## config.mk

```make
export PLATFORM = sky130hd
export DESIGN_NAME = lcd_scanline_timing_sequencer_core
export DESIGN_NICKNAME = d
export VERILOG_FILES = /design/src/rtl/core/lsts_pkg.sv /design/src/rtl/core/lsts_step.sv /design/src/rtl/core/lcd_scanline_timing_sequencer_core.sv
export SDC_FILE = /design/constraint.sdc
export NUM_CORES = 1
export LEC_CHECK = 0
export BUFFER_PORTS_ARGS = -buffer_cell sky130_fd_sc_hd__buf_2
export CORE_MARGIN = 1.5
export CORE_UTILIZATION = 50
export DETAILED_ROUTE_END_ITERATION = 8
export PLACE_DENSITY = 0.73
export SETUP_SLACK_MARGIN = 0.1
export SLEW_MARGIN = 10
export SYNTH_ARGS = -nofsm -noshare
export SYNTH_HDL_FRONTEND = slang
export SYNTH_HIERARCHICAL = 1
export SYNTH_SLANG_ARGS = --single-unit
```

## constraint.sdc

```tcl
create_clock -name clk -period 3.9 [get_ports clk]
set_input_delay 0.195 -clock clk [delete_from_list [all_inputs] [get_ports clk]]
set_output_delay 0.195 -clock clk [all_outputs]
set_load 0.02 [all_outputs]
```

## src/rtl/core/lsts_pkg.sv

```systemverilog
// shared types, codes and constants for the lcd scanline timing sequencer
package lsts_pkg;

  localparam int LINES_PER_FRAME_DEF = 154;
  localparam int VISIBLE_LINES_DEF   = 144;
  localparam int LINE_CYCLES_DEF     = 456;

  localparam int OAM_CYCLES  = 80;
  localparam int XFER_CYCLES = 169;
  localparam int VBL_DELAY   = 32;

  localparam int RUN_W   = 9;
  localparam int LINE_W  = 8;
  localparam int ADDR_W  = 3;
  localparam int DATA_W  = 32;

  // item codes on the input channel
  typedef enum logic [1:0] {
    ITEM_TICK = 2'd0,
    ITEM_LCDC = 2'd1,
    ITEM_STAT = 2'd2,
    ITEM_LYC  = 2'd3
  } item_t;

  // stat mode codes
  typedef enum logic [1:0] {
    MODE_HBLANK = 2'd0,
    MODE_VBLANK = 2'd1,
    MODE_OAM    = 2'd2,
    MODE_XFER   = 2'd3
  } stat_mode_t;

  // configuration register indexes
  typedef enum logic [0:0] {
    REG_FRAME_SKIP = 1'b0
  } reg_idx_t;

  typedef struct packed {
    logic [LINE_W-1:0] line_count;
    logic [1:0]        phase;
    stat_mode_t        cur_mode;
    logic [3:0]        stat_enables;
    logic              coincide_flag;
    logic [LINE_W-1:0] compare_line;
    logic              display_enabled;
    logic              stat_line_level;
    logic [7:0]        frames_since_shown;
    logic [7:0]        skip_in_effect;
    logic [7:0]        off_line_count;
  } lsts_state_t;

  typedef struct packed {
    logic [LINE_W-1:0] ly;
    stat_mode_t        stat_mode;
    logic              coincidence;
    logic              stat_irq;
    logic              vblank_irq;
    logic [RUN_W-1:0]  run_cycles;
    logic              frame_start;
    logic              frame_shown;
    logic              render_line;
    logic              blank_frame;
    logic              lcd_on;
  } lsts_result_t;

  // level of the combined stat interrupt line
  function automatic logic stat_level(input stat_mode_t m, input logic coinc,
                                      input logic [3:0] en);
    stat_level = (en[0] && m == MODE_HBLANK) || (en[1] && m == MODE_VBLANK) ||
                 (en[2] && m == MODE_OAM) || (en[3] && coinc);
  endfunction

endpackage

```

## src/rtl/core/lsts_step.sv

```systemverilog
// next-state and result logic for one timing tick or register write
module lsts_step #(
  parameter int LINES_PER_FRAME = lsts_pkg::LINES_PER_FRAME_DEF,
  parameter int VISIBLE_LINES   = lsts_pkg::VISIBLE_LINES_DEF,
  parameter int LINE_CYCLES     = lsts_pkg::LINE_CYCLES_DEF
) (
  input  lsts_pkg::lsts_state_t  st,
  input  lsts_pkg::item_t        item,
  input  logic [7:0]             value,
  input  logic [7:0]             frame_skip,
  output lsts_pkg::lsts_state_t  nxt,
  output lsts_pkg::lsts_result_t res
);
  import lsts_pkg::*;

  localparam logic [LINE_W-1:0] VIS_L  = LINE_W'(VISIBLE_LINES);
  localparam logic [LINE_W-1:0] LAST_L = LINE_W'(LINES_PER_FRAME - 1);
  localparam logic [LINE_W:0]   LPF_L  = (LINE_W+1)'(LINES_PER_FRAME);
  localparam logic [9:0] RUN_FULL_L = 10'(LINE_CYCLES);
  localparam logic [9:0] RUN_HBL_L  = 10'(LINE_CYCLES - OAM_CYCLES - XFER_CYCLES);
  localparam logic [9:0] RUN_VBL_L  = 10'(LINE_CYCLES - VBL_DELAY);
  localparam logic [9:0] RUN_LAST_L = 10'(LINE_CYCLES - OAM_CYCLES);
  localparam logic [RUN_W-1:0] RUN_FULL = RUN_FULL_L[RUN_W-1:0];
  localparam logic [RUN_W-1:0] RUN_HBL  = RUN_HBL_L[RUN_W-1:0];
  localparam logic [RUN_W-1:0] RUN_VBL  = RUN_VBL_L[RUN_W-1:0];
  localparam logic [RUN_W-1:0] RUN_LAST = RUN_LAST_L[RUN_W-1:0];
  localparam logic [RUN_W-1:0] RUN_OAM  = RUN_W'(OAM_CYCLES);
  localparam logic [RUN_W-1:0] RUN_XFER = RUN_W'(XFER_CYCLES);
  localparam logic [RUN_W-1:0] RUN_DLY  = RUN_W'(VBL_DELAY);

  function automatic logic [1:0] points_of(input logic [LINE_W-1:0] lc);
    if (lc < VIS_L)        points_of = 2'd3;
    else if (lc == VIS_L)  points_of = 2'd2;
    else if (lc == LAST_L) points_of = 2'd2;
    else                   points_of = 2'd1;
  endfunction

  logic [LINE_W:0]   lc_inc;
  logic [LINE_W-1:0] lc_new;
  logic              line_start;
  logic              coinc_new;
  stat_mode_t        mode_new;
  logic              lvl_a;
  logic              lvl_b;
  logic              lvl_xfer;
  logic              lvl_hbl;
  logic              fb_hit;
  logic [7:0]        fss_adv;
  logic [7:0]        off_inc;
  logic              off_wrap;

  assign lc_inc     = {1'b0, st.line_count} + (LINE_W+1)'(1);
  assign lc_new     = (lc_inc >= LPF_L) ? '0 : lc_inc[LINE_W-1:0];
  assign line_start = (st.phase == 2'd0) || (st.phase >= points_of(st.line_count));
  assign coinc_new  = (st.compare_line == lc_new);
  assign mode_new   = (lc_new >= VIS_L) ? MODE_VBLANK : MODE_OAM;
  assign lvl_a      = stat_level(MODE_HBLANK, coinc_new, st.stat_enables);
  assign lvl_b      = stat_level(mode_new, coinc_new, st.stat_enables);
  assign lvl_xfer   = stat_level(MODE_XFER, st.coincide_flag, st.stat_enables);
  assign lvl_hbl    = stat_level(MODE_HBLANK, st.coincide_flag, st.stat_enables);
  // frame boundary: present when enough frames were skipped
  assign fb_hit     = (st.frames_since_shown >= st.skip_in_effect);
  assign fss_adv    = fb_hit ? 8'd0 : st.frames_since_shown + 8'd1;
  assign off_inc    = st.off_line_count + 8'd1;
  assign off_wrap   = ({1'b0, off_inc} >= LPF_L);

  always_comb begin
    nxt = st;
    res = '0;
    case (item)
      ITEM_LCDC: nxt.display_enabled = value[7];
      ITEM_STAT: nxt.stat_enables = value[6:3];
      ITEM_LYC:  nxt.compare_line = value;
      default: begin
        if (!st.display_enabled) begin
          nxt.line_count      = '0;
          nxt.phase           = 2'd0;
          nxt.cur_mode        = MODE_HBLANK;
          nxt.stat_line_level = 1'b0;
          nxt.off_line_count  = off_wrap ? 8'd0 : off_inc;
          if (off_wrap) begin
            res.blank_frame        = 1'b1;
            res.frame_start        = 1'b1;
            res.frame_shown        = fb_hit;
            nxt.frames_since_shown = fss_adv;
          end
          res.run_cycles = RUN_FULL;
          res.ly         = '0;
        end else if (line_start) begin
          nxt.line_count      = lc_new;
          nxt.coincide_flag   = coinc_new;
          nxt.cur_mode        = mode_new;
          nxt.stat_line_level = lvl_b;
          res.stat_irq        = (lvl_a && !st.stat_line_level) || (lvl_b && !lvl_a);
          if (lc_new == '0) begin
            res.frame_start        = 1'b1;
            res.frame_shown        = fb_hit;
            nxt.frames_since_shown = fss_adv;
            nxt.skip_in_effect     = frame_skip;
          end
          if (lc_new < VIS_L)        res.run_cycles = RUN_OAM;
          else if (lc_new == VIS_L)  res.run_cycles = RUN_DLY;
          else if (lc_new == LAST_L) res.run_cycles = RUN_OAM;
          else                       res.run_cycles = RUN_FULL;
          nxt.phase = (points_of(lc_new) > 2'd1) ? 2'd1 : 2'd0;
          res.ly    = lc_new;
        end else if (st.line_count < VIS_L) begin
          if (st.phase == 2'd1) begin
            nxt.cur_mode        = MODE_XFER;
            nxt.stat_line_level = lvl_xfer;
            res.stat_irq        = lvl_xfer && !st.stat_line_level;
            res.run_cycles      = RUN_XFER;
            nxt.phase           = 2'd2;
          end else begin
            nxt.cur_mode        = MODE_HBLANK;
            res.render_line     = fb_hit;
            nxt.stat_line_level = lvl_hbl;
            res.stat_irq        = lvl_hbl && !st.stat_line_level;
            res.run_cycles      = RUN_HBL;
            nxt.phase           = 2'd0;
          end
          res.ly = st.line_count;
        end else if (st.line_count == VIS_L) begin
          res.vblank_irq = 1'b1;
          res.run_cycles = RUN_VBL;
          nxt.phase      = 2'd0;
          res.ly         = st.line_count;
        end else begin
          res.run_cycles = RUN_LAST;
          nxt.phase      = 2'd0;
          res.ly         = '0;
        end
      end
    endcase
    // writes report the line as software sees it after the update
    if (item != ITEM_TICK) begin
      if (nxt.display_enabled && nxt.cur_mode == MODE_VBLANK && nxt.phase == 2'd0 &&
          nxt.line_count == LAST_L && LAST_L != VIS_L)
        res.ly = '0;
      else
        res.ly = nxt.line_count;
    end
    res.stat_mode   = nxt.cur_mode;
    res.coincidence = nxt.coincide_flag;
    res.lcd_on      = nxt.display_enabled;
  end

endmodule

```

## src/rtl/core/lcd_scanline_timing_sequencer_core.sv

```systemverilog
// top level of the lcd scanline timing sequencer: beat registers, state and config port
// a beat moves from the input beat register to the result beat register on out_
// throughput: one beat per cycle; while a result waits under out_stall the input
//   register takes one more beat, then in_stall holds the sender
// the single step of next-state logic lies between those registers
// reset (rst_n low, synchronous): line 153, phase 0, lcd on, all flags and counters
//   cleared, frame_skip 0, both beat registers empty
module lcd_scanline_timing_sequencer_core #(
  parameter int LINES_PER_FRAME = lsts_pkg::LINES_PER_FRAME_DEF,
  parameter int VISIBLE_LINES   = lsts_pkg::VISIBLE_LINES_DEF,
  parameter int LINE_CYCLES     = lsts_pkg::LINE_CYCLES_DEF
) (
  input  logic                        clk,
  input  logic                        rst_n,
  // input channel
  input  logic                        in_valid,
  output logic                        in_stall,
  input  logic [1:0]                  in_mode,
  input  logic [7:0]                  in_value,
  // result channel
  output logic                        out_valid,
  input  logic                        out_stall,
  output logic [7:0]                  out_ly,
  output logic [1:0]                  out_stat_mode,
  output logic                        out_coincidence,
  output logic                        out_stat_irq,
  output logic                        out_vblank_irq,
  output logic [8:0]                  out_run_cycles,
  output logic                        out_frame_start,
  output logic                        out_frame_shown,
  output logic                        out_render_line,
  output logic                        out_blank_frame,
  output logic                        out_lcd_on,
  // configuration port
  input  logic                        psel,
  input  logic                        penable,
  input  logic                        pwrite,
  input  logic [lsts_pkg::ADDR_W-1:0] paddr,
  input  logic [lsts_pkg::DATA_W-1:0] pwdata,
  output logic [lsts_pkg::DATA_W-1:0] prdata,
  output logic                        pready
);
  import lsts_pkg::*;

  // configuration register
  logic [7:0] frame_skip_r;
  logic       cfg_wr;
  reg_idx_t   cfg_idx;

  // input beat register
  logic       in_vld_r;
  item_t      in_item_r;
  logic [7:0] in_value_r;

  // result beat register
  logic         out_vld_r;
  lsts_result_t out_res_r;

  // timing state
  lsts_state_t  st_r;
  lsts_state_t  st_nxt;
  lsts_result_t res_nxt;

  logic advance;
  logic in_take;

  // register index is the word address; byte lanes within a word are ignored
  assign cfg_idx = reg_idx_t'(paddr[2]);
  assign cfg_wr  = psel && penable && pwrite && pready;
  assign pready  = 1'b1;

  always_comb begin
    prdata = '0;
    case (cfg_idx)
      REG_FRAME_SKIP: prdata = DATA_W'(frame_skip_r);
      default:        prdata = '0;
    endcase
  end

  always_ff @(posedge clk) begin
    if (!rst_n) begin
      frame_skip_r <= '0;
    end else if (cfg_wr && cfg_idx == REG_FRAME_SKIP) begin
      frame_skip_r <= pwdata[7:0];
    end
  end

  // the held input beat moves on when the result register is empty or draining
  assign advance  = in_vld_r && (!out_vld_r || !out_stall);
  assign in_stall = in_vld_r && out_vld_r && out_stall;
  assign in_take  = in_valid && !in_stall;

  always_ff @(posedge clk) begin
    if (!rst_n) begin
      in_vld_r <= 1'b0;
    end else if (in_take) begin
      in_vld_r <= 1'b1;
    end else if (advance) begin
      in_vld_r <= 1'b0;
    end
  end

  // payload holds no reset
  always_ff @(posedge clk) begin
    if (in_take) begin
      in_item_r  <= item_t'(in_mode);
      in_value_r <= in_value;
    end
  end

  lsts_step #(
    .LINES_PER_FRAME (LINES_PER_FRAME),
    .VISIBLE_LINES   (VISIBLE_LINES),
    .LINE_CYCLES     (LINE_CYCLES)
  ) u_step (
    .st         (st_r),
    .item       (in_item_r),
    .value      (in_value_r),
    .frame_skip (frame_skip_r),
    .nxt        (st_nxt),
    .res        (res_nxt)
  );

  // timing state commits together with the result beat
  always_ff @(posedge clk) begin
    if (!rst_n) begin
      st_r.line_count         <= LINE_W'(153);
      st_r.phase              <= 2'd0;
      st_r.cur_mode           <= MODE_HBLANK;
      st_r.stat_enables       <= '0;
      st_r.coincide_flag      <= 1'b0;
      st_r.compare_line       <= '0;
      st_r.display_enabled    <= 1'b1;
      st_r.stat_line_level    <= 1'b0;
      st_r.frames_since_shown <= '0;
      st_r.skip_in_effect     <= '0;
      st_r.off_line_count     <= '0;
    end else if (advance) begin
      st_r <= st_nxt;
    end
  end

  always_ff @(posedge clk) begin
    if (!rst_n) begin
      out_vld_r <= 1'b0;
    end else if (advance) begin
      out_vld_r <= 1'b1;
    end else if (!out_stall) begin
      out_vld_r <= 1'b0;
    end
  end

  always_ff @(posedge clk) begin
    if (advance) begin
      out_res_r <= res_nxt;
    end
  end

  assign out_valid       = out_vld_r;
  assign out_ly          = out_res_r.ly;
  assign out_stat_mode   = out_res_r.stat_mode;
  assign out_coincidence = out_res_r.coincidence;
  assign out_stat_irq    = out_res_r.stat_irq;
  assign out_vblank_irq  = out_res_r.vblank_irq;
  assign out_run_cycles  = out_res_r.run_cycles;
  assign out_frame_start = out_res_r.frame_start;
  assign out_frame_shown = out_res_r.frame_shown;
  assign out_render_line = out_res_r.render_line;
  assign out_blank_frame = out_res_r.blank_frame;
  assign out_lcd_on      = out_res_r.lcd_on;

  // vblank request only at the second point of the first blank line
  a_vblank_line : assert property (@(posedge clk) disable iff (!rst_n)
    (out_vld_r && out_res_r.vblank_irq) |->
      (out_res_r.ly == LINE_W'(VISIBLE_LINES) && out_res_r.stat_mode == MODE_VBLANK))
    else $error("vblank request off its line");

  // a blank frame is a frame start with the lcd off
  a_blank_frame : assert property (@(posedge clk) disable iff (!rst_n)
    (out_vld_r && out_res_r.blank_frame) |->
      (out_res_r.frame_start && !out_res_r.lcd_on))
    else $error("blank frame without frame start or with lcd on");

  // only a frame start can present a frame
  a_frame_shown : assert property (@(posedge clk) disable iff (!rst_n)
    (out_vld_r && out_res_r.frame_shown) |-> out_res_r.frame_start)
    else $error("frame shown without frame start");

  // a drawn line is reported in hblank
  a_render_hblank : assert property (@(posedge clk) disable iff (!rst_n)
    (out_vld_r && out_res_r.render_line) |-> (out_res_r.stat_mode == MODE_HBLANK))
    else $error("render outside hblank");

  // the state moves only when a beat is taken into the result register
  a_state_hold : assert property (@(posedge clk) disable iff (!rst_n)
    $past(rst_n) && !$past(advance) |-> $stable(st_r))
    else $error("timing state changed without a beat");

endmodule

```

---- After elaboration in Yosys (flattened, before gate mapping) ----
Cells that the tools add are included.
word-level totals
  output and inout port bits .............. 62
  logic and storage cells ................. 170
  input port bits ......................... 52
  register bits after elaboration ......... 98
cells by class
  $lt $le $gt $ge ......................... 8
  bitwise gates (word level) .............. 4
  reduce and logical (&&, ||, !) cells .... 50
  $add $sub $neg .......................... 3
  equality and inequality tests ........... 17
  mux-type cells .......................... 60
operators with widths
  kind                 number
  $mux 8               14
  $mux 9               6
  $eq 8x8->1 const B   5
  $mux 16              2
  $mux 2               15
  $mux 12              2
  $logic_and 1x1->1    19
  $mux 1               17
  $add 8x1->8 const B  2
  $ge 8x8->1 const B   2
  $lt 8x8->1 const B   2
  $mux 11              1
  $reduce_and 5->1     2
  $add 8x1->9 const B  1
  $ge 9x8->1 const B   1
  $eq 2x1->1 const B   4
  $eq 8x8->1           1
  $ge 8x8->1           1
  $logic_not 8->1      1
  $logic_or 1x1->1     8
  $mux 4               2
  $reduce_or 4->1      2
  $mux 7               1
  $reduce_or 7->1      1
  13 further kinds     30

---- Logic depth before layout (Yosys ltp) ----
Gate-level depths: netlist of run 1.
  depth in word-level cells ............... 21
  gate-level depth with buffers ........... 18
  mapped depth without buffers ............ 17

---- Modules after synthesis ----
Netlist of run 1, hierarchy kept.
by module, submodules not included
  module                              instances  cells an instance  seq. area each (um2)  area each (um2)
  lcd_scanline_timing_sequencer_core  1          337                2332.2                3893.7
  lsts_step                           1          406                0.0                   2588.7

---- Worst setup path before layout of run 1 ----
No wires, ideal clock.
  path type ............................... flip-flop to flip-flop
  from .................................... register st_r[50] (netlist name)
  to ...................................... register out_res_r (netlist bit out_ly[7]) (data pin)
  data arrival time ....................... 3270 ps
  period minus slack after synthesis ...... 3528 ps
  buffers on the path ..................... 2
  stages on the path, launching flop included .. 16
  library setup time ...................... 257 ps
  slack ................................... 372 ps
  data required time ...................... 3643 ps
  cell sequence ........................... dfxtp_1 -> clkbuf_1 -> inv_1 -> or4_1 -> a21o_1 -> and2_1 -> ha_1 -> o21bai_1 -> a21oi_1 -> clkbuf_1 -> a32oi_1 -> a21oi_1 -> and4b_1 -> a31oi_1 -> a21o_1 -> o2bb2ai_1
RTL lines
  element                 line                                       text
  from (decl)             lcd_scanline_timing_sequencer_core.sv:60   lsts_state_t st_r;
  from (signal assigned)  lcd_scanline_timing_sequencer_core.sv:139  st_r <= st_nxt;
  to (signal assigned)    lcd_scanline_timing_sequencer_core.sv:155  out_res_r <= res_nxt;
  to (decl)               lcd_scanline_timing_sequencer_core.sv:57   lsts_result_t out_res_r;

==> flow_results.org, run 1 <==
** Synthesis
- Mean cell area of the mapped netlist :: 8.72 µm²
- Share of synthesized area occupied by flip-flops and latches :: 0.360
- Yosys printed 6 warnings.
- The most used flip-flop cell after synthesis is sky130_fd_sc_hd__dfxtp_1.
- Number of distinct library cells after synthesis :: 79
- Share of flip-flops with an asynchronous set or reset :: 0
- In the synthesized netlist, the number of instances is 743.
- Counting flops and latches in the post-synthesis netlist gives 98.
- Number of enable-type register cells in the synthesized netlist :: 37
- Post-synthesis instance area :: 6480 µm²

** Worst setup path
- First element of the critical path :: st_r[48]
- Along the worst path, the maximum fanout reaches 13.
- For the worst setup path, the data required time is 4000 ps.
- The worst setup path is of the flop to flop kind.
- Following the worst setup path forward leads to its endpoint at out_ly[7].
- For the worst flop-to-flop path, the logic depth is 16.
- Kind of capture point of the worst setup path :: flop
- Crit Reg-Reg Startpoint :: st_r[48]
- Data arrival time at the worst-slack endpoint :: 3750 ps
- Reg-to-reg critical path endpoint :: out_ly[7]
- Critical path startpoint category :: flop
- Register-to-register setup slack :: 250 ps

** Detailed routing
- Wires add up to 15800 µm.
- Number of remaining DRC errors :: 0
- The final route contains 5489 vias.
- Routed length per placed instance :: 16.4 µm
- TritonRoute pass-1 iters :: 7
- The count of nets left with antenna violations once routing finished came out at 0.
- DRC violation total after the first TritonRoute iteration :: 444
- Number of vias per cell :: 5.68

** Finish
- Final antenna diode count :: 0
- Top library cells by usage in the layout, fill and taps aside :: 156 x sky130_fd_sc_hd__nand2_1, 63 x sky130_fd_sc_hd__mux2i_1, 61 x sky130_fd_sc_hd__dfxtp_1, 61 x sky130_fd_sc_hd__buf_2, 37 x sky130_fd_sc_hd__edfxtp_1
- Area used by sequential logic in the layout :: 2330 µm²
- From synthesis to final layout, the design area changed by 9.40%.
- Multi-input logic area :: 3670 µm²
- Of the cells placed in the final design, the portion with a size suffix greater than 1 is 0.185.
- Counting the fill cells in the layout gives 1154.
- Fin cells :: 967
- Most common cell after layout, fill and taps aside :: sky130_fd_sc_hd__nand2_1
- Final nets :: 858

** Timing
- The clock arrives with 8.03 ps of skew.
- Final setup violation count :: 0
- The hold violation total from the final report is 0.
- Sum of negative setup slack :: 0 ps
- Derived from the worst setup path, the maximum achievable clock frequency is 274 MHz.
- The routed design could run at a clock period as short as 3650 ps.
- Headroom to the max-slew limit came out at 0.243.
- Worst-Margin Slew :: 1140 ps
- In the finished design, the share of the clock period the worst path needs comes to 0.936.
- Max-slew violation total from the final report :: 0
- Setup repair after global routing left no endpoint under its margin.

** GRT
- For this run, global-route usage on met2 was measured as 0.388.
- The layer flagged by global routing as most heavily used is met2.
- Entering global routing, the biggest net connects 121 pins.
- Number of antenna violations at the first check in global routing :: 0
- Met3 usage in global routing :: 0.0407
- Met1 Resource Use GR :: 0.322
- For this run the aggregate overflow at the end of global routing stands at 0.
- Via count of the first global-routing pass :: 5090
- For this run, the total global-route usage over all layers was measured as 0.241.
- Wire length of the first global-routing pass :: 25600 µm

** Clock network
- Hold-fix buffers at CTS :: 0
- Clock Latency Late Sink :: 350 ps
- Total number of H-tree levels :: 3
- Clock slew at reported path FFs :: 70 ps
- Counting along the longest clock path gives a buffer depth of 2.
- TritonCTS built the clock tree.
- Clock root buffer master :: sky130_fd_sc_hd__clkbuf_16
- The clock net in this run drives a total of 98 sinks.
- In this run, CTS created clock tree buffers numbering 9.

** Placement
- At the end of routability-driven placement, the weighted congestion stood at 0.912.
- Port buffering added 62 buffers.
- Number of cells in the design after placement :: 951
- Post-DP HPWL :: 11400 µm

** Floorplanning
- The initial utilization of the core area, before any placement, comes to 0.514.
- The die covers 13700 µm².
- Top-level port count :: 114
- Core area :: 12600 µm²
- Floorplan die height :: 117 µm
- Horizontal die dimension :: 117 µm
- Site row count :: 41

** Pwr
- The worst-case IR drop observed on VDD is 0.233 mV.
- The analysis attributes to cell leakage a power of 0.00279 µW.
- Power per unit of standard cell area :: 320 nW/µm²

** Hold path
- HP Class :: primary input to flop

** Status
- The flow ran to the end, and the final reports show no timing, DRC or antenna violations.

** Job
- Max-cap check violation count :: 0
-- synthesized netlist by cell type, types with 3 or more instances --
cell                       instances  area [µm²]
sky130_fd_sc_hd__a211oi_1          4        30.0
sky130_fd_sc_hd__a21o_1            6        45.0
sky130_fd_sc_hd__a21oi_1          22         110
sky130_fd_sc_hd__a22o_1           11        96.3
sky130_fd_sc_hd__a31oi_1          12        75.1
sky130_fd_sc_hd__and2_1            3        18.8
sky130_fd_sc_hd__and2b_2           8        70.1
sky130_fd_sc_hd__and3_1            9        56.3
sky130_fd_sc_hd__buf_12            5         100
sky130_fd_sc_hd__buf_2            15        75.1
sky130_fd_sc_hd__buf_4            32         240
sky130_fd_sc_hd__buf_6             3        33.8
sky130_fd_sc_hd__clkbuf_1         16        60.1
sky130_fd_sc_hd__dfxtp_1          61        1220
sky130_fd_sc_hd__edfxtp_1         37        1110
sky130_fd_sc_hd__ha_1             16         200
sky130_fd_sc_hd__inv_1            21        78.8
sky130_fd_sc_hd__mux2_2           16         180
sky130_fd_sc_hd__mux2i_1          63         631
sky130_fd_sc_hd__nand2_1         156         586
sky130_fd_sc_hd__nand2b_1         13        81.3
sky130_fd_sc_hd__nand3_1          17        85.1
sky130_fd_sc_hd__nand3b_1          3        22.5
sky130_fd_sc_hd__nand4_1           6        37.5
sky130_fd_sc_hd__nor2_1           28         105
sky130_fd_sc_hd__nor2b_1          19         119
sky130_fd_sc_hd__nor3_1           13        65.1
sky130_fd_sc_hd__o211ai_1          4        30.0
sky130_fd_sc_hd__o21ai_0          36         180
sky130_fd_sc_hd__o22ai_1           3        18.8
sky130_fd_sc_hd__o31ai_1           8        60.1
sky130_fd_sc_hd__or2_2             5        31.3
sky130_fd_sc_hd__or4_1             4        30.0
sky130_fd_sc_hd__xnor2_1           5        43.8
-- metal layers --
layer / up-vias / wire [µm] / part of all wire
met5: - / 0 / 0
met3: 30 / 783 / 0.050
met2: 163 / 7380 / 0.47
met4: 0 / 426 / 0.027
met1: 2621 / 7230 / 0.46
li1: 2675 / - / -
-- sequential cells by signal, summed over array words and instances (netlist names) --
register	count
out_lcd_on	1
out_valid	1
frame_skip_r	8
out_stat_mode	2
out_run_cycles	9
in_item_r	2
out_coincidence	1
out_frame_shown	1
st_r	51
in_value_r	8
out_frame_start	1
out_render_line	1
in_vld_r	1
out_stat_irq	1
out_ly	8
out_vblank_irq	1
out_blank_frame	1
-- layout make-up --
cell class | instances | area share
Timing Repair Buffer | 85 | 0.0720
Clock buffer | 13 | 0.0369
Inverter | 22 | 0.0116
Multi-Input combinational cell | 574 | 0.517
Sequential cell | 98 | 0.329
Tap cell | 172 | 0.0303
Clock inverter | 3 | 0.00300
-- worst min-delay path by stage --
stage	depth (start not counted)	to	from
2_1_floorplan	0	in_item_r[0]	in_mode[0]
3_3_place_gp	1	in_value_r[4]	in_value[4]
3_5_place_dp	1	in_value_r[4]	in_value[4]
4_1_cts	1	in_item_r[1]	in_mode[1]
5_1_grt	1	in_item_r[0]	in_mode[0]
6_report	1	in_item_r[1]	in_mode[1]
-- critical path, stage by stage (launching register included) --
cell	delay, ps
sky130_fd_sc_hd__dfxtp_1	300
sky130_fd_sc_hd__or2_2	340
sky130_fd_sc_hd__or4_1	430
sky130_fd_sc_hd__a21o_1	230
sky130_fd_sc_hd__and2_1	160
sky130_fd_sc_hd__ha_1	170
sky130_fd_sc_hd__o21bai_1	200
sky130_fd_sc_hd__a21oi_2	170
sky130_fd_sc_hd__buf_12	160
sky130_fd_sc_hd__nor2_2	50
sky130_fd_sc_hd__buf_4	170
sky130_fd_sc_hd__a31oi_1	190
sky130_fd_sc_hd__a31oi_1	90
sky130_fd_sc_hd__a211oi_2	270
sky130_fd_sc_hd__a31oi_2	160
sky130_fd_sc_hd__a21o_1	190
sky130_fd_sc_hd__o2bb2ai_1	110
-- logic make-up (layout without fill, tap and decap cells) --
group,count (synthesis),in the layout,share of synthesized area
multiplexers,80,80,0.129
adder cells (fa/ha/maj),16,16,0.0309
AND/OR/NAND/NOR,302,302,0.226
buffers and inverters,94,123,0.0919
flip-flops,98,98,0.360
XOR/XNOR,7,7,0.00946
other,2,25,0.00116
AO/OA/AOI/OAI,144,144,0.152
-- timing repair --
action                                  4_1_cts  5_1_grt
buffers inserted                              0        0
resized for setup                             0        4
endpoints found under the setup margin        0        3
-- metrics by stage --
stage,setup WS (ps),hold WS [ps],instance area [µm²],util,power [µW]
final,249,13.7,7090,0.562,2270
after global routing,115,0.802,7090,0.562,2370
after CTS,172,3.18,7070,0.560,2290
after detailed placement,195,373,6790,0.538,1440
after global placement,256,373,6790,0.538,1430
after floorplan,372,294,6570,-,1380
-- power breakdown --
part / internal (µW) / switching [µW] / total, µW
registers: 1090 / 17.6 / 1110
clock network: 474 / 377 / 851
logic: 109 / 199 / 309
Power figures use the tool's default switching activity.
==> run 2, diff against run 1 <==
--- a/config.mk
+++ b/config.mk
@@ -8,6 +8,7 @@
 export BUFFER_PORTS_ARGS = -buffer_cell sky130_fd_sc_hd__buf_2
 export CORE_MARGIN = 1.5
 export CORE_UTILIZATION = 50
+export CTS_BUF_LIST = sky130_fd_sc_hd__clkbuf_8
 export DETAILED_ROUTE_END_ITERATION = 8
 export PLACE_DENSITY = 0.73
 export SETUP_SLACK_MARGIN = 0.1
==> flow_results.org, run 2 (same netlist as run 1, synthesis figures left out) <==
** Status
- Result of the run :: finished, final reports clean

** Finish
- The number of antenna cells inserted was 0 (unchanged).
- The total number of nets in the final design is 868 (+1.2%).
- Most flop-heavy register :: st_r
- The layout cell share with drive strength beyond 1 was 0.183 (-0.00230).
- Layout overhead on the synthesized area :: 9.46% (about the same)
- The final instance count without filler cells came to 977 (+1.0%).
- In the layout the commonest cells are 156 x sky130_fd_sc_hd__nand2_1, 63 x sky130_fd_sc_hd__mux2i_1, 61 x sky130_fd_sc_hd__dfxtp_1, 61 x sky130_fd_sc_hd__buf_2, 37 x sky130_fd_sc_hd__edfxtp_1.
- Largest register FFs :: 51 (unchanged)
- Most common cell after layout, fill and taps aside :: sky130_fd_sc_hd__nand2_1

** Pwr
- The leakage power figure was 0.00280 µW (+0.35%).
- Total power consumption of the routed design :: 2070 µW (-8.8%)
- The clock network power share came to 0.311 (-0.064).
- Internal :: 1500 µW (-11%)
- The power per cell area was 292 nW/µm² (-8.9%).
- Comb power frac :: 0.153 (+0.017)
- Net Sw Frac :: 0.275 (+0.0139)
- Reported net switching power :: 570 µW (-4.0%)
- The fraction of power consumed by sequential logic was 0.536 (+0.047).
- The largest voltage drop on the vdd net is 0.178 mV (-24%).

** Detailed routing
- Overall via count from detail_route :: 5502 (+0.24%)
- Final Routed Wirelength :: 15900 µm (+0.63%)
- Number of remaining DRC errors :: 0 (unchanged)
- TritonRoute pass-1 iters :: 5 (-2)
- The ratio of routed vias to standard cells was 5.63 (-0.79%).
- Routed length per placed instance :: 16.3 µm (-0.40%)
- The number of antenna-violating nets in the routed design came to 0 (unchanged).
- DRC violation total after the first TritonRoute iteration :: 440 (-0.90%)

** Timing
- Worst-Margin Slew :: 1130 ps (-6.44 ps)
- The hold violation total from the final report is 0 (unchanged).
- The clock skew was 15.1 ps (+7.06 ps).
- The relative slew slack was 0.247 (+0.00430).
- The top achievable clock speed is 272 MHz (-0.53%).
- Final critical path time including I/O delays and setup :: 3670 ps (+19.4 ps)
- Least setup slack across all paths after layout :: 230 ps (-19.4 ps)
- Ratio of final minimum period to clock period :: 0.941 (+0.00498)
- Sum of negative setup slack :: 0 ps (unchanged)
- Final setup violation count :: 0 (unchanged)
- Setup repair after global routing left no endpoint under its margin.
- The worst hold-check slack is 37.6 ps (+23.9 ps).
- Max-slew violation total from the final report :: 0 (unchanged)

** GRT
- The via count of the first global-routing pass is 5118 (+0.55%).
- The sum of overflow across all layers after global routing came to 0 (unchanged).
- The maximum number of pins on one net before global-route repair is 121 (unchanged).
- The global-route wire length before repair came to 25700 µm (+0.59%).
- The initial antenna violation count was 0 (unchanged).
- GR Util All Layers :: 0.243 (+0.00197)

** Floorplanning
- Starting density of the core :: 0.514 (unchanged)
- The area of the core came to 12600 µm² (unchanged).
- Floorplan die height :: 117 µm (unchanged)
- The number of ports placed on the die boundary was 114 (unchanged).
- Total die area :: 13700 µm² (unchanged)
- Horizontal die dimension :: 117 µm (unchanged)
- Site row count :: 41 (unchanged)

** Worst setup path
- Register-to-register setup slack :: 230 ps (-20 ps)
- Critical path startpoint category :: flop
- The critical path is of the flop to flop type.
- Slowest stage delay, CP :: 430 ps (about the same)
- The maximum fanout encountered on the critical timing path came to 13 (unchanged).
- On the critical path, the stage with the largest delay is an instance of sky130_fd_sc_hd__or4_1.
- Cell mode on critical path :: sky130_fd_sc_hd__a21o_1
- Kind of capture point of the worst setup path :: flop
- Bufs and invs on worst path :: 2 (unchanged)
- Family with the most delay on the worst path :: compound AO/OA/AOI/OAI gates
- Cells along the critical path :: or2_2, or4_1, a21o_1, and2_1, ha_1, a21oi_2, buf_12, nand3_1, inv_1, a21boi_0, o211ai_1, a21oi_1, and4b_1, a31oi_2, a21o_1, o2bb2ai_1
- Required time of the worst setup path :: 4040 ps (+40 ps)
- Data arrival time at the worst-slack endpoint :: 3810 ps (+60 ps)

** Placement
- The weighted congestion reported at the end of routability-driven placement came to 0.912 (unchanged).
- Post-DP HPWL :: 11400 µm (unchanged)
- Total of buffers placed on input and output ports :: 62 (unchanged)
- The count of placed standard cells including taps was 951 (unchanged).
- Worst setup slack after placement :: 195 ps (unchanged)

** Clock network
- Clock root buffer master :: sky130_fd_sc_hd__clkbuf_8
- Clock slew at reported path FFs :: 80 ps (about the same)
- TritonCTS built the clock tree.
- Number of clock buffers inserted by TritonCTS :: 9 (unchanged)
- Clock tree buffer depth :: 2 (unchanged)
- The buffer count from post-CTS setup fixing came to 0 (unchanged).
- The clock latency reported for the late side of the worst-skew pair was 390 ps (+40 ps).
- The number of clock sinks came to 98 (unchanged).
- Total number of H-tree levels :: 3 (unchanged)

** Hold path
- HP Class :: primary input to flop

** Job
- Max-cap check violation count :: 0 (unchanged)
==> run 2: cell types whose count changed in the layout (fill, tap and decap cells not counted) <==
cell	previous run	this run
sky130_fd_sc_hd__clkbuf_16	10	0
sky130_fd_sc_hd__dlygate4sd3_1	0	10
sky130_fd_sc_hd__clkbuf_8	0	9
sky130_fd_sc_hd__clkbuf_1	3	0
sky130_fd_sc_hd__inv_1	21	24
sky130_fd_sc_hd__bufinv_16	0	1
==> run 2: final timing paths <==
path         startpoint   endpoint  cells after the start
min            in_valid   in_vld_r                      2
max reg2reg    st_r[48]  out_ly[7]                     16
min reg2reg    st_r[40]   st_r[40]                      2
max            st_r[48]  out_ly[7]                     16
==> run 2: cell type report <==
class	instances	area (µm²)
Tap cell	172	215
Sequential cell	98	2330
Clock buffer	9	124
Timing Repair Buffer	95	611
Clock inverter	7	62.6
Multi-Input combinational cell	574	3670
Inverter	22	82.6
Fill cell	1158	5520
==> run 2: power by group through the flow <==
stage	Combinational, µW	Sequential (µW)	Clock [µW]
finish	316	1110	644
global route	343	1110	702
CTS	312	1110	664
detailed placement	303	1130	0
global placement	298	1130	0
floorplan	239	1140	0
==> run 2: timing repair <==
item	in CTS	in global routing
hold endpoints to repair	10	0
setup endpoints to repair	0	3
resized for setup	0	4
hold buffers	10	0
==> run 2: metrics by stage <==
step / instance area, µm² / util
finish: 7100 / 0.562
global route: 7100 / 0.562
CTS: 7080 / 0.561
detailed placement: 6790 / 0.538
global placement: 6790 / 0.538
floorplan: 6570 / -
==> run 2: per-layer routing <==
| layer | share of wire | track usage | vias up |
|---|---|---|---|
| met5 | 0 | 0 | - |
| met4 | 0.023 | 0.102 | 0 |
| met3 | 0.051 | 0.0371 | 26 |
| met2 | 0.47 | 0.395 | 165 |
| met1 | 0.46 | 0.324 | 2613 |
| li1 | - | - | 2698 |
